[config.mk]
export PLATFORM = sky130hd
export DESIGN_NAME = leb128_stream_decoder
export DESIGN_NICKNAME = d
export VERILOG_FILES = /design/src/rtl/core/leb128_pkg.sv /design/src/rtl/core/leb128_stream_decoder.sv
export SDC_FILE = /design/constraint.sdc
export NUM_CORES = 1
export LEC_CHECK = 0
export BUFFER_PORTS_ARGS = -buffer_cell sky130_fd_sc_hd__buf_2
export CAP_MARGIN = 20
export CORE_MARGIN = 8
export CORE_UTILIZATION = 55
export DETAILED_ROUTE_END_ITERATION = 6
export PLACE_DENSITY = 0.85
export REMOVE_ABC_BUFFERS = 1
export SLEW_MARGIN = 20
export SYNTH_ARGS = -nofsm -noshare
export SYNTH_HDL_FRONTEND = slang
export SYNTH_SLANG_ARGS = --single-unit
[constraint.sdc]
create_clock -name i_clk -period 6.4 [get_ports i_clk]
set_input_delay 0.32 -clock i_clk [delete_from_list [all_inputs] [get_ports i_clk]]
set_output_delay 0.32 -clock i_clk [all_outputs]
set_load 0.01 [all_outputs]
[src/rtl/core/leb128_pkg.sv]
// ----------------------------------------------------------------------------
// LEB128 decoder package
// Shared constants, result type and width helpers for the LEB128 decoder.
// ----------------------------------------------------------------------------
package leb128_pkg;

    localparam int MAX_VALUE_BYTES = 8;    // widest decoded value, 1..8 bytes
    localparam int VALUE_W         = 64;
    localparam int STATUS_W        = 2;
    localparam int USED_W          = 4;
    localparam int WIDTH_W         = 4;
    localparam int S_TDATA_W       = 16;   // data_byte, value_bytes, zero pad
    localparam int M_TDATA_W       = 72;   // decoded_value, bytes_used, zero pad

    localparam logic [STATUS_W-1:0] ST_OK       = 2'd0;
    localparam logic [STATUS_W-1:0] ST_FORMAT   = 2'd1;  // too long or truncated
    localparam logic [STATUS_W-1:0] ST_OVERFLOW = 2'd2;

    typedef struct packed {
        logic [VALUE_W-1:0]  value;
        logic [STATUS_W-1:0] status;
        logic [USED_W-1:0]   used;
    } t_result;

    // Maximum number of encoded bytes for a width: ceil(8*w/7)
    function automatic logic [USED_W-1:0] max_enc_bytes(input logic [WIDTH_W-1:0] w);
        logic [USED_W-1:0] n;
        case (w)
            4'd1:    n = 4'd2;
            4'd2:    n = 4'd3;
            4'd3:    n = 4'd4;
            4'd4:    n = 4'd5;
            4'd5:    n = 4'd6;
            4'd6:    n = 4'd7;
            4'd7:    n = 4'd8;
            default: n = 4'd10;
        endcase
        return n;
    endfunction

    // Clamp a requested width into 1..wmax
    function automatic logic [WIDTH_W-1:0] clamp_width(input logic [WIDTH_W-1:0] w,
                                                        input logic [WIDTH_W-1:0] wmax);
        logic [WIDTH_W-1:0] c;
        if (w == '0) begin
            c = 4'd1;
        end else if (w > wmax) begin
            c = wmax;
        end else begin
            c = w;
        end
        return c;
    endfunction

endpackage

[src/rtl/core/leb128_stream_decoder.sv]
// ----------------------------------------------------------------------------
// LEB128 stream decoder
// Takes one encoded byte per request; gives one result per completed,
// truncated, over-long or overflowing value.
// Result of the final byte is registered for o_m_* (into the skid if o_m_* is stalled).
// Throughput: one byte per cycle unless the skid is full; shift, mask and compare logic only.
// A two-deep output (result register plus skid) absorbs one result under stall; then input is held off.
// Reset (i_rst_n low, synchronous): no value in progress, output empty.
// ----------------------------------------------------------------------------
module leb128_stream_decoder #(
    parameter int MAX_BYTES = leb128_pkg::MAX_VALUE_BYTES
) (
    input  logic                             i_clk,
    input  logic                             i_rst_n,
    input  logic                             i_s_tvalid,
    output logic                             o_s_tready,
    input  logic [leb128_pkg::S_TDATA_W-1:0] i_s_tdata,  // [7:0] data_byte, [11:8] value_bytes
    input  logic                             i_s_tuser,  // [0] signed_mode
    input  logic                             i_s_tlast,  // end_of_buffer
    output logic                             o_m_tvalid,
    input  logic                             i_m_tready,
    output logic [leb128_pkg::M_TDATA_W-1:0] o_m_tdata,  // [63:0] decoded_value, [67:64] bytes_used
    output logic [leb128_pkg::STATUS_W-1:0]  o_m_tuser   // [1:0] status
);
    import leb128_pkg::*;

    // decode state
    logic [VALUE_W-1:0] r_acc,    n_acc;
    logic [USED_W-1:0]  r_idx,    n_idx;
    logic [WIDTH_W-1:0] r_width,  n_width;
    logic               r_signed, n_signed;

    // output register and skid
    t_result r_out, r_skid;
    logic    r_out_valid, r_skid_valid;

    logic               accept, out_fire;
    logic               first;
    logic [7:0]         b;
    logic [WIDTH_W-1:0] w;
    logic               sgn;
    logic [6:0]         nbits, base, top;
    logic [6:0]         in_range;
    logic [VALUE_W-1:0] wmask, shifted, acc_cur, fill;
    logic               expect_bit, ovf;
    logic [USED_W:0]    used_ext;
    logic [USED_W-1:0]  used;
    logic               res_valid;
    t_result            res;

    assign accept   = i_s_tvalid & o_s_tready;
    assign out_fire = r_out_valid & i_m_tready;
    assign b        = i_s_tdata[7:0];
    assign first    = (r_idx == '0);
    assign w        = first ? clamp_width(i_s_tdata[11:8], WIDTH_W'(MAX_BYTES)) : r_width;
    assign sgn      = first ? i_s_tuser : r_signed;

    assign nbits = {w[3:0], 3'b000};
    assign base  = 7'(7) * {3'b000, r_idx};
    assign top   = base + 7'd7;

    always_comb begin
        for (int g = 0; g < 8; g++) begin
            wmask[g*8 +: 8] = (4'(g) < w) ? 8'hFF : 8'h00;
        end
        for (int j = 0; j < 7; j++) begin
            in_range[j] = ((base + 7'(j)) < nbits);
        end
    end

    assign shifted    = {57'b0, b[6:0]} << base[5:0];
    assign acc_cur    = (first ? '0 : r_acc) | (shifted & wmask);
    assign expect_bit = sgn & b[6];
    assign ovf        = |((b[6:0] ^ {7{expect_bit}}) & ~in_range);
    // sign fill of the bits above the last group, inside the width
    assign fill       = (sgn && b[6] && (top < nbits)) ? (({VALUE_W{1'b1}} << top[5:0]) & wmask)
                                                       : '0;
    assign used_ext   = {1'b0, r_idx} + 5'd1;
    assign used       = used_ext[USED_W-1:0];

    always_comb begin
        res_valid  = 1'b0;
        res.value  = '0;
        res.status = ST_OK;
        res.used   = used;
        n_acc      = r_acc;
        n_idx      = r_idx;
        n_width    = r_width;
        n_signed   = r_signed;
        if (accept) begin
            n_width  = w;
            n_signed = sgn;
            if (b[7]) begin
                if ((used_ext >= {1'b0, max_enc_bytes(w)}) || i_s_tlast) begin
                    res_valid  = 1'b1;
                    res.status = ST_FORMAT;
                    n_acc      = '0;
                    n_idx      = '0;
                end else begin
                    n_acc = acc_cur;
                    n_idx = used;
                end
            end else begin
                res_valid = 1'b1;
                if (ovf) begin
                    res.status = ST_OVERFLOW;
                end else begin
                    res.value = (acc_cur | fill) & wmask;
                end
                n_acc = '0;
                n_idx = '0;
            end
        end
    end

    always_ff @(posedge i_clk) begin
        if (!i_rst_n) begin
            r_acc    <= '0;
            r_idx    <= '0;
            r_width  <= 4'd1;
            r_signed <= 1'b0;
        end else begin
            r_acc    <= n_acc;
            r_idx    <= n_idx;
            r_width  <= n_width;
            r_signed <= n_signed;
        end
    end

    always_ff @(posedge i_clk) begin
        if (!i_rst_n) begin
            r_out_valid  <= 1'b0;
            r_skid_valid <= 1'b0;
        end else if (r_skid_valid) begin
            // input is held off while the skid is full
            if (out_fire) begin
                r_out_valid  <= 1'b1;
                r_skid_valid <= 1'b0;
            end
        end else if (!r_out_valid || out_fire) begin
            r_out_valid <= res_valid;
        end else if (res_valid) begin
            r_skid_valid <= 1'b1;
        end
    end

    always_ff @(posedge i_clk) begin
        if (r_skid_valid) begin
            if (out_fire) begin
                r_out <= r_skid;
            end
        end else if (!r_out_valid || out_fire) begin
            r_out <= res;
        end else begin
            r_skid <= res;
        end
    end

    assign o_s_tready = !r_skid_valid;
    assign o_m_tvalid = r_out_valid;
    assign o_m_tdata  = {4'b0000, r_out.used, r_out.value};
    assign o_m_tuser  = r_out.status;

`ifndef SYNTHESIS
    a_skid_needs_out: assert property (@(posedge i_clk) disable iff (!i_rst_n)
        r_skid_valid |-> r_out_valid)
        else $error("skid holds a result while output register is empty");

    a_error_zero: assert property (@(posedge i_clk) disable iff (!i_rst_n)
        (o_m_tvalid && (o_m_tuser != ST_OK)) |-> (o_m_tdata[63:0] == '0))
        else $error("failed decode carries a non-zero value");

    a_used_range: assert property (@(posedge i_clk) disable iff (!i_rst_n)
        o_m_tvalid |-> ((o_m_tdata[67:64] != 4'd0) && (o_m_tdata[67:64] <= 4'd10)))
        else $error("bytes used out of range");

    a_idx_bound: assert property (@(posedge i_clk) disable iff (!i_rst_n)
        r_idx <= 4'd9)
        else $error("byte index past longest encoding");
`endif

endmodule
==> results.cfg, run 1 <==
[global_route]
grt_max_degree = 76
number_of_global_route_vias_before_repair = 10170
initial_antenna_violation_count = 0
grt_usage = 0.2435
gr-total-overflow = 0
global_route_wire_length_before_repair_um = 55570

[routing]
detail_route.drc_violations = 0
drt-vias-per-instance = 6.543
routed_wirelength_um = 35050
detailedRoute.firstIterationViolations = 1296
detail-route-antenna-nets = 0
via_count = 10490
detailedRoute.firstPassIterationCount = 6
routedWlPerCell_um = 21.86

[cells_and_area]
final_core_utilization = 0.6225
layout.area.seq_mm2 = 0.005707
multi_input_area_mm2 = 0.006125
n_fill_cell = 1781
postLayoutCellArea_mm2 = 0.01363
area.growth.synth_to_final_pct = 10.58
drive_above_1_share = 0.1444
fin_nets = 1376
insertedDiodeCount = 0

[sta]
finClkSkew_ns = 0.02679
worst-slew-pin-transition_ns = 1.086
timing.fmax_mhz = 171.4
period_needed_ns = 5.835
worst_slew_margin_rel = 0.2681
whs_ns = 0.09308
max_slew_violations = 0
finalCritPeriodShare = 0.9118
rsz_0062_raised_after_global_routing = no
finalHoldViolations = 0
number_of_failing_setup_endpoints_in_the_final_timing_report = 0

[worst_setup_path]
worstPathRequired_ns = 6.66
path_class = flop to flop
path_cells = fa_1 > ha_1 > fa_1 > ha_1 > inv_1 > a21o_1 > nand2_1 > inv_1 > ha_1 > o21ai_0 > nand2b_1 > o41ai_4 > o31ai_2 > and2_1 > o21ai_1 > a32o_1
worstPathMaxFanout = 19
critical_path_launch_point_type = flop
cpLargestDelayFamily = adder cells
crit_path_top_cell_by_count = sky130_fd_sc_hd__ha_1
crit_path_max_incr_delay_ns = 0.84
timing.critical_path.arrival_ns = 6.10
cp.buffers_inverters = 2
crit_path_end_kind = flop
crit_slowest_cell = sky130_fd_sc_hd__and2_1

[synthesis]
synth-seq-cells = 215
synth.lib_cells_used.distinct = 83
area_share_of_the_leading_cell_type_in_the_synthesized_netlist = 0.3411
synth-edff-count = 140
synth_area_per_cell_um2 = 9.797
yosysWarningCount = 0
synth-seq-area-share = 0.4629
synthDominantAreaCellType = sky130_fd_sc_hd__edfxtp_1
number_of_instances_in_the_synthesized_netlist = 1258
postSynth.asyncResetShare = 0
synth.cell_area_mm2 = 0.01232
top_ff_cell_synth = sky130_fd_sc_hd__edfxtp_1
ys_top_cells_by_area = sky130_fd_sc_hd__edfxtp_1 34%, sky130_fd_sc_hd__dfxtp_1 12%, sky130_fd_sc_hd__nand2_1 4.8%

[pwr]
post-layout-total-power_mw = 3.375
power_density_mw_per_mm2 = 247.6
p_leak_nw = 4.971
worst_ir_drop_vdd_v = 0.0002441

[clocking]
clk_pin_slew_worst_paths_ns = 0.06
post_cts_hold_buffer_count = 0
cts_buffer_count = 23
post_cts_resized = 0
cts-htree-levels = 1
cts_setup_buffers = 0
clk_latency_ns = 0.51
clock_tree_from_tritoncts = done
cts_sinks = 215
ctsRootBufferMaster = sky130_fd_sc_hd__clkbuf_16
max-clock-path-buffers = 3

[placed_design]
gp_routability_congestion = 0.9609
dpl-instance-area_mm2 = 0.01294
detailed_place_hpwl_um = 23300
quantity_of_i_o_buffers_inserted_on_ports = 89

[floorplan]
floorplan.initialDensity = 0.5630
core_box_area_mm2 = 0.02189
die_area_mm2 = 0.02745
chipHeight_um = 165.7
num_io_pins = 98
row_count = 54
fp.dieW_um = 165.7

[job]
drv_cap = 0

[min_path]
hold_path_class = primary input to flop

[run_status]
run_status = completed
[synth_stat cells (19+ instances only)]
library cell               count
sky130_fd_sc_hd__nand3_1      22
sky130_fd_sc_hd__o31ai_1      64
sky130_fd_sc_hd__edfxtp_1    140
sky130_fd_sc_hd__buf_2        23
sky130_fd_sc_hd__nand2_1     158
sky130_fd_sc_hd__nor2b_1      27
sky130_fd_sc_hd__dfxtp_1      75
sky130_fd_sc_hd__o21a_1       19
sky130_fd_sc_hd__nor2_1       48
sky130_fd_sc_hd__a21boi_0     23
sky130_fd_sc_hd__ha_1         43
sky130_fd_sc_hd__nor3_1       69
sky130_fd_sc_hd__a21oi_1      25
sky130_fd_sc_hd__clkbuf_1     61
sky130_fd_sc_hd__o21ai_0      82
sky130_fd_sc_hd__and2_1       57
sky130_fd_sc_hd__a22oi_1      59
sky130_fd_sc_hd__xnor2_1      24
sky130_fd_sc_hd__inv_1        19
[report_power, final]
part / internal (mW) / switching, mW / total, mW
registers: 1.58 / 0.0252 / 1.60
logic: 0.157 / 0.378 / 0.535
clock network: 0.718 / 0.518 / 1.24
[kinds of logic (layout without fill, tap and decap cells)]
group	count (synthesis)	count (layout)	share of synthesized area
buffers and inverters	121	183	0.04315
and+or+nand+nor	432	432	0.1737
muxes	18	18	0.01767
DFF	215	215	0.4629
adders and majority gates	47	47	0.05015
AOI/OAI and AO/OA	390	390	0.2267
xor gates and xnor gates	34	34	0.02538
other	1	4	0.0003043
[placed cells by master (no fill, tap or decap), types with 7 or more instances in the layout]
cell type and instances:
sky130_fd_sc_hd__a22oi_1 59, sky130_fd_sc_hd__clkbuf_16 23, sky130_fd_sc_hd__dfxtp_1 74, sky130_fd_sc_hd__xor2_1 9, sky130_fd_sc_hd__o31a_1 7, sky130_fd_sc_hd__buf_2 89, sky130_fd_sc_hd__o31ai_1 64, sky130_fd_sc_hd__clkbuf_1 10
sky130_fd_sc_hd__xnor2_1 24, sky130_fd_sc_hd__a21boi_0 23, sky130_fd_sc_hd__nand2b_1 11, sky130_fd_sc_hd__a21o_1 7, sky130_fd_sc_hd__nor2b_1 27, sky130_fd_sc_hd__o21a_1 19, sky130_fd_sc_hd__inv_1 19, sky130_fd_sc_hd__nand2_1 157
sky130_fd_sc_hd__mux2_2 10, sky130_fd_sc_hd__a21oi_1 25, sky130_fd_sc_hd__ha_1 43, sky130_fd_sc_hd__a31oi_1 17, sky130_fd_sc_hd__buf_4 30, sky130_fd_sc_hd__a22o_1 14, sky130_fd_sc_hd__edfxtp_1 140, sky130_fd_sc_hd__nand3_1 22
sky130_fd_sc_hd__and2_1 57, sky130_fd_sc_hd__o22ai_1 8, sky130_fd_sc_hd__nor2_1 48, sky130_fd_sc_hd__nor3_1 69, sky130_fd_sc_hd__o21ai_0 81
[metrics by stage]
stage,setup WS [ns],instances,setup TNS [ns]
after floorplan,-0.3741,1163,-42.97
after global placement,0.7972,1562,0
after detailed placement,0.6780,1562,0
after CTS,0.6813,1603,0
after global routing,0.3329,1603,0
final,0.5648,1603,0
[worst paths after layout]
kind / depth (start not counted) / slack [ns] / from / end
setup / recovery: 16 / 0.56 / r_idx[2] / o_m_tdata[26]
hold / removal: 3 / 0.09 / i_s_tuser / r_signed
setup reg to reg: 16 / 0.56 / r_idx[2] / o_m_tdata[26]
hold reg to reg: 2 / 0.47 / r_acc[62] / r_acc[62]
[metal layers]
metal | wire length (µm) | GRT usage
met5 | 0 | 0
met4 | 1425 | 0.1062
met3 | 3389 | 0.04283
met2 | 16230 | 0.3975
met1 | 14000 | 0.3123
[layout make-up]
type / count / share of cell area
inverters: 23 / 0.006335
clock inverters: 7 / 0.004591
multi-input cells: 925 / 0.4494
well taps: 280 / 0.02571
clock buffers: 34 / 0.04600
repair buffers: 119 / 0.04921
flip-flops and latches: 215 / 0.4187
[tightest hold or removal path: stages]
cell and delay (ns):
sky130_fd_sc_hd__buf_2 0.11, sky130_fd_sc_hd__nand3_1 0.05, sky130_fd_sc_hd__a21boi_0 0.07
[registers in the layout, summed over array words and instances (netlist names)]
name	cells
r_acc	64
r_idx	4
o_m_tvalid	1
r_skid	70
o_m_tuser	2
r_skid_valid	1
r_signed	1
r_width	4
o_m_tdata	68
Power figures use the tool's default switching activity.
==> run 2, diff against run 1 <==
--- a/config.mk
+++ b/config.mk
@@ -10,7 +10,7 @@
 export CORE_MARGIN = 8
 export CORE_UTILIZATION = 55
 export DETAILED_ROUTE_END_ITERATION = 6
-export PLACE_DENSITY = 0.85
+export PLACE_DENSITY = 0.77
 export REMOVE_ABC_BUFFERS = 1
 export SLEW_MARGIN = 20
 export SYNTH_ARGS = -nofsm -noshare
==> run 2 against run 1 <==
The flow now finishes with violations (design-rule violations). Worst hold slack got worse by 0.0050 ns. Sequential power about the same. Worst setup slack improved by 0.014 ns. Highest routed layer is now met5. Die area unchanged. Non-clock buffer count decreased by 1. Sequential share of layout area decreased by 0.24 points. Clock power increased by 9.7%. Fmax increased by 0.25%. Power increased by 3.5%. Count of clock-buffer cells in the layout increased by 2. Final cell count unchanged. Cell area increased by 0.57%.
==> results.cfg, run 2 (synthesis results as in run 1) <==
[cells_and_area]
final_core_utilization = 0.6261
most-common-layout-cells = 157 x sky130_fd_sc_hd__nand2_1, 140 x sky130_fd_sc_hd__edfxtp_1, 89 x sky130_fd_sc_hd__buf_2
final_common_cell = sky130_fd_sc_hd__nand2_1
layout.area.seq_mm2 = 0.005707
top_register = r_skid
reg.largest.list = r_skid (70), o_m_tdata (68), r_acc (64)
area.growth.synth_to_final_pct = 11.21
multi_input_area_mm2 = 0.006125
drive_above_1_share = 0.1466
fin_nets = 1375
n_fill_cell = 1823
insertedDiodeCount = 0
largest_register_ff_count = 70

[clocking]
cts-htree-levels = 1
clk_latency_ns = 0.52
post_cts_hold_buffer_count = 0
cts_buffer_count = 23
ctsRootBufferMaster = sky130_fd_sc_hd__clkbuf_16
post_cts_resized = 0
cts_setup_buffers = 0
max-clock-path-buffers = 3
clk_pin_slew_worst_paths_ns = 0.06
cts_sinks = 215
clock_tree_from_tritoncts = done

[global_route]
global_route_wire_length_before_repair_um = 54920
gr-total-overflow = 0
global_route.peak_usage_layer = met2
initial_antenna_violation_count = 1
grt_usage = 0.2415
grt_use_met3 = 0.04117
grt_max_degree = 123
globalRouteMet2Util = 0.3860
number_of_global_route_vias_before_repair = 9934
use_met1 = 0.3151

[sta]
finClkSkew_ns = 0.01957
worst_slew_margin_rel = 0.2387
max_slew_violations = 0
whs_ns = 0.08807
finalCritPeriodShare = 0.9095
rsz_0062_raised_after_global_routing = no
period_needed_ns = 5.821
worst-slew-pin-transition_ns = 1.130
timing.fmax_mhz = 171.8
final.setup.worst_slack_ns = 0.5791
finalHoldViolations = 0
final.setup.tns_ns = 0
number_of_failing_setup_endpoints_in_the_final_timing_report = 0

[routing]
detail-route-antenna-nets = 0
drt-vias-per-instance = 6.480
detail_route.drc_violations = 1
detailedRoute.firstPassIterationCount = 7
routedWlPerCell_um = 21.73
routed_wirelength_um = 34830
via_count = 10390
detailedRoute.firstIterationViolations = 1200

[min_path]
hold_path_class = primary input to flop

[floorplan]
chipHeight_um = 165.7
core_box_area_mm2 = 0.02189
floorplan.initialDensity = 0.5630
fp.dieW_um = 165.7
row_count = 54
num_io_pins = 98
die_area_mm2 = 0.02745

[pwr]
post-layout-total-power_mw = 3.494
p_leak_nw = 5.008
worst_ir_drop_vdd_v = 0.0001441
power_density_mw_per_mm2 = 254.9

[worst_setup_path]
crit_path_end_kind = flop
crit_path_max_incr_delay_ns = 0.79
critical_path_launch_point_type = flop
path_class = flop to flop
worstPathMaxFanout = 22
worstPathRequired_ns = 6.70
timing.critical_path.arrival_ns = 6.12
path_cells = fa_1 > fa_1 > inv_1 > a211oi_1 > xor3_1 > buf_4 > inv_1 > ha_1 > o41ai_4 > o31ai_2 > a211oi_4 > a31oi_1 > o31ai_1
crit_slowest_cell = sky130_fd_sc_hd__fa_1

[placed_design]
gp_routability_congestion = 0.9404
quantity_of_i_o_buffers_inserted_on_ports = 89
dp_slack_ns = 0.6815
detailed_place_hpwl_um = 22990

[run_status]
run_status = complete, but fails checks
violations_in_the_final_reports = design-rule violations

[job]
drv_cap = 0
run 2: cell count changes in the layout (fill, tap and decap cells not counted), sizes merged:
| cell | change |
|---|---|
| clkbuf | +2 |
| buf | -1 |
| clkinv | -2 |
| bufinv | +1 |
run 2: cell type report:
cell class / count / share of cell area
Inverter: 23 / 0.006299
Clock inverter: 6 / 0.006390
Sequential cell: 215 / 0.4164
Clock buffer: 36 / 0.04921
Tap cell: 280 / 0.02556
Timing Repair Buffer: 118 / 0.04930
Multi-Input combinational cell: 925 / 0.4469
run 2: per-layer routing:
layer,wire length [µm],vias to the layer above
li1,-,4781
met1,14090,4936
met2,15980,571
met3,3299,98
met4,1451,2
met5,10,-
run 2: worst max-delay path, delay by kind of cell, from the launching register on:
kind                       cells  cell delay [ns]
DFF                            1             0.65
xor gates and xnor gates       1             0.25
buffers and inverters          3             0.74
AOI/OAI and AO/OA              6             2.37
adders and majority gates      3             1.58
run 2: final timing paths:
kind,depth (start not counted),from,slack [ns],end
worst min-delay path,3,i_s_tvalid,0.09,r_skid_valid
worst max-delay path,13,r_idx[3],0.58,o_m_tdata[2]
worst min register to register,2,r_acc[62],0.47,r_acc[62]
worst max register to register,13,r_idx[3],0.58,o_m_tdata[2]
run 2: through the flow:
step                      instance area [µm²]  cells
final                                   13710   1603
after global routing                    13710   1603
after CTS                               13710   1603
after detailed placement                12940   1561
after global placement                  12940   1561
after floorplan                         11890   1163
run 2: power by group:
part           internal, mW  switching [mW]
sequential             1.58          0.0240
combinational         0.159           0.373
clock                 0.805           0.554
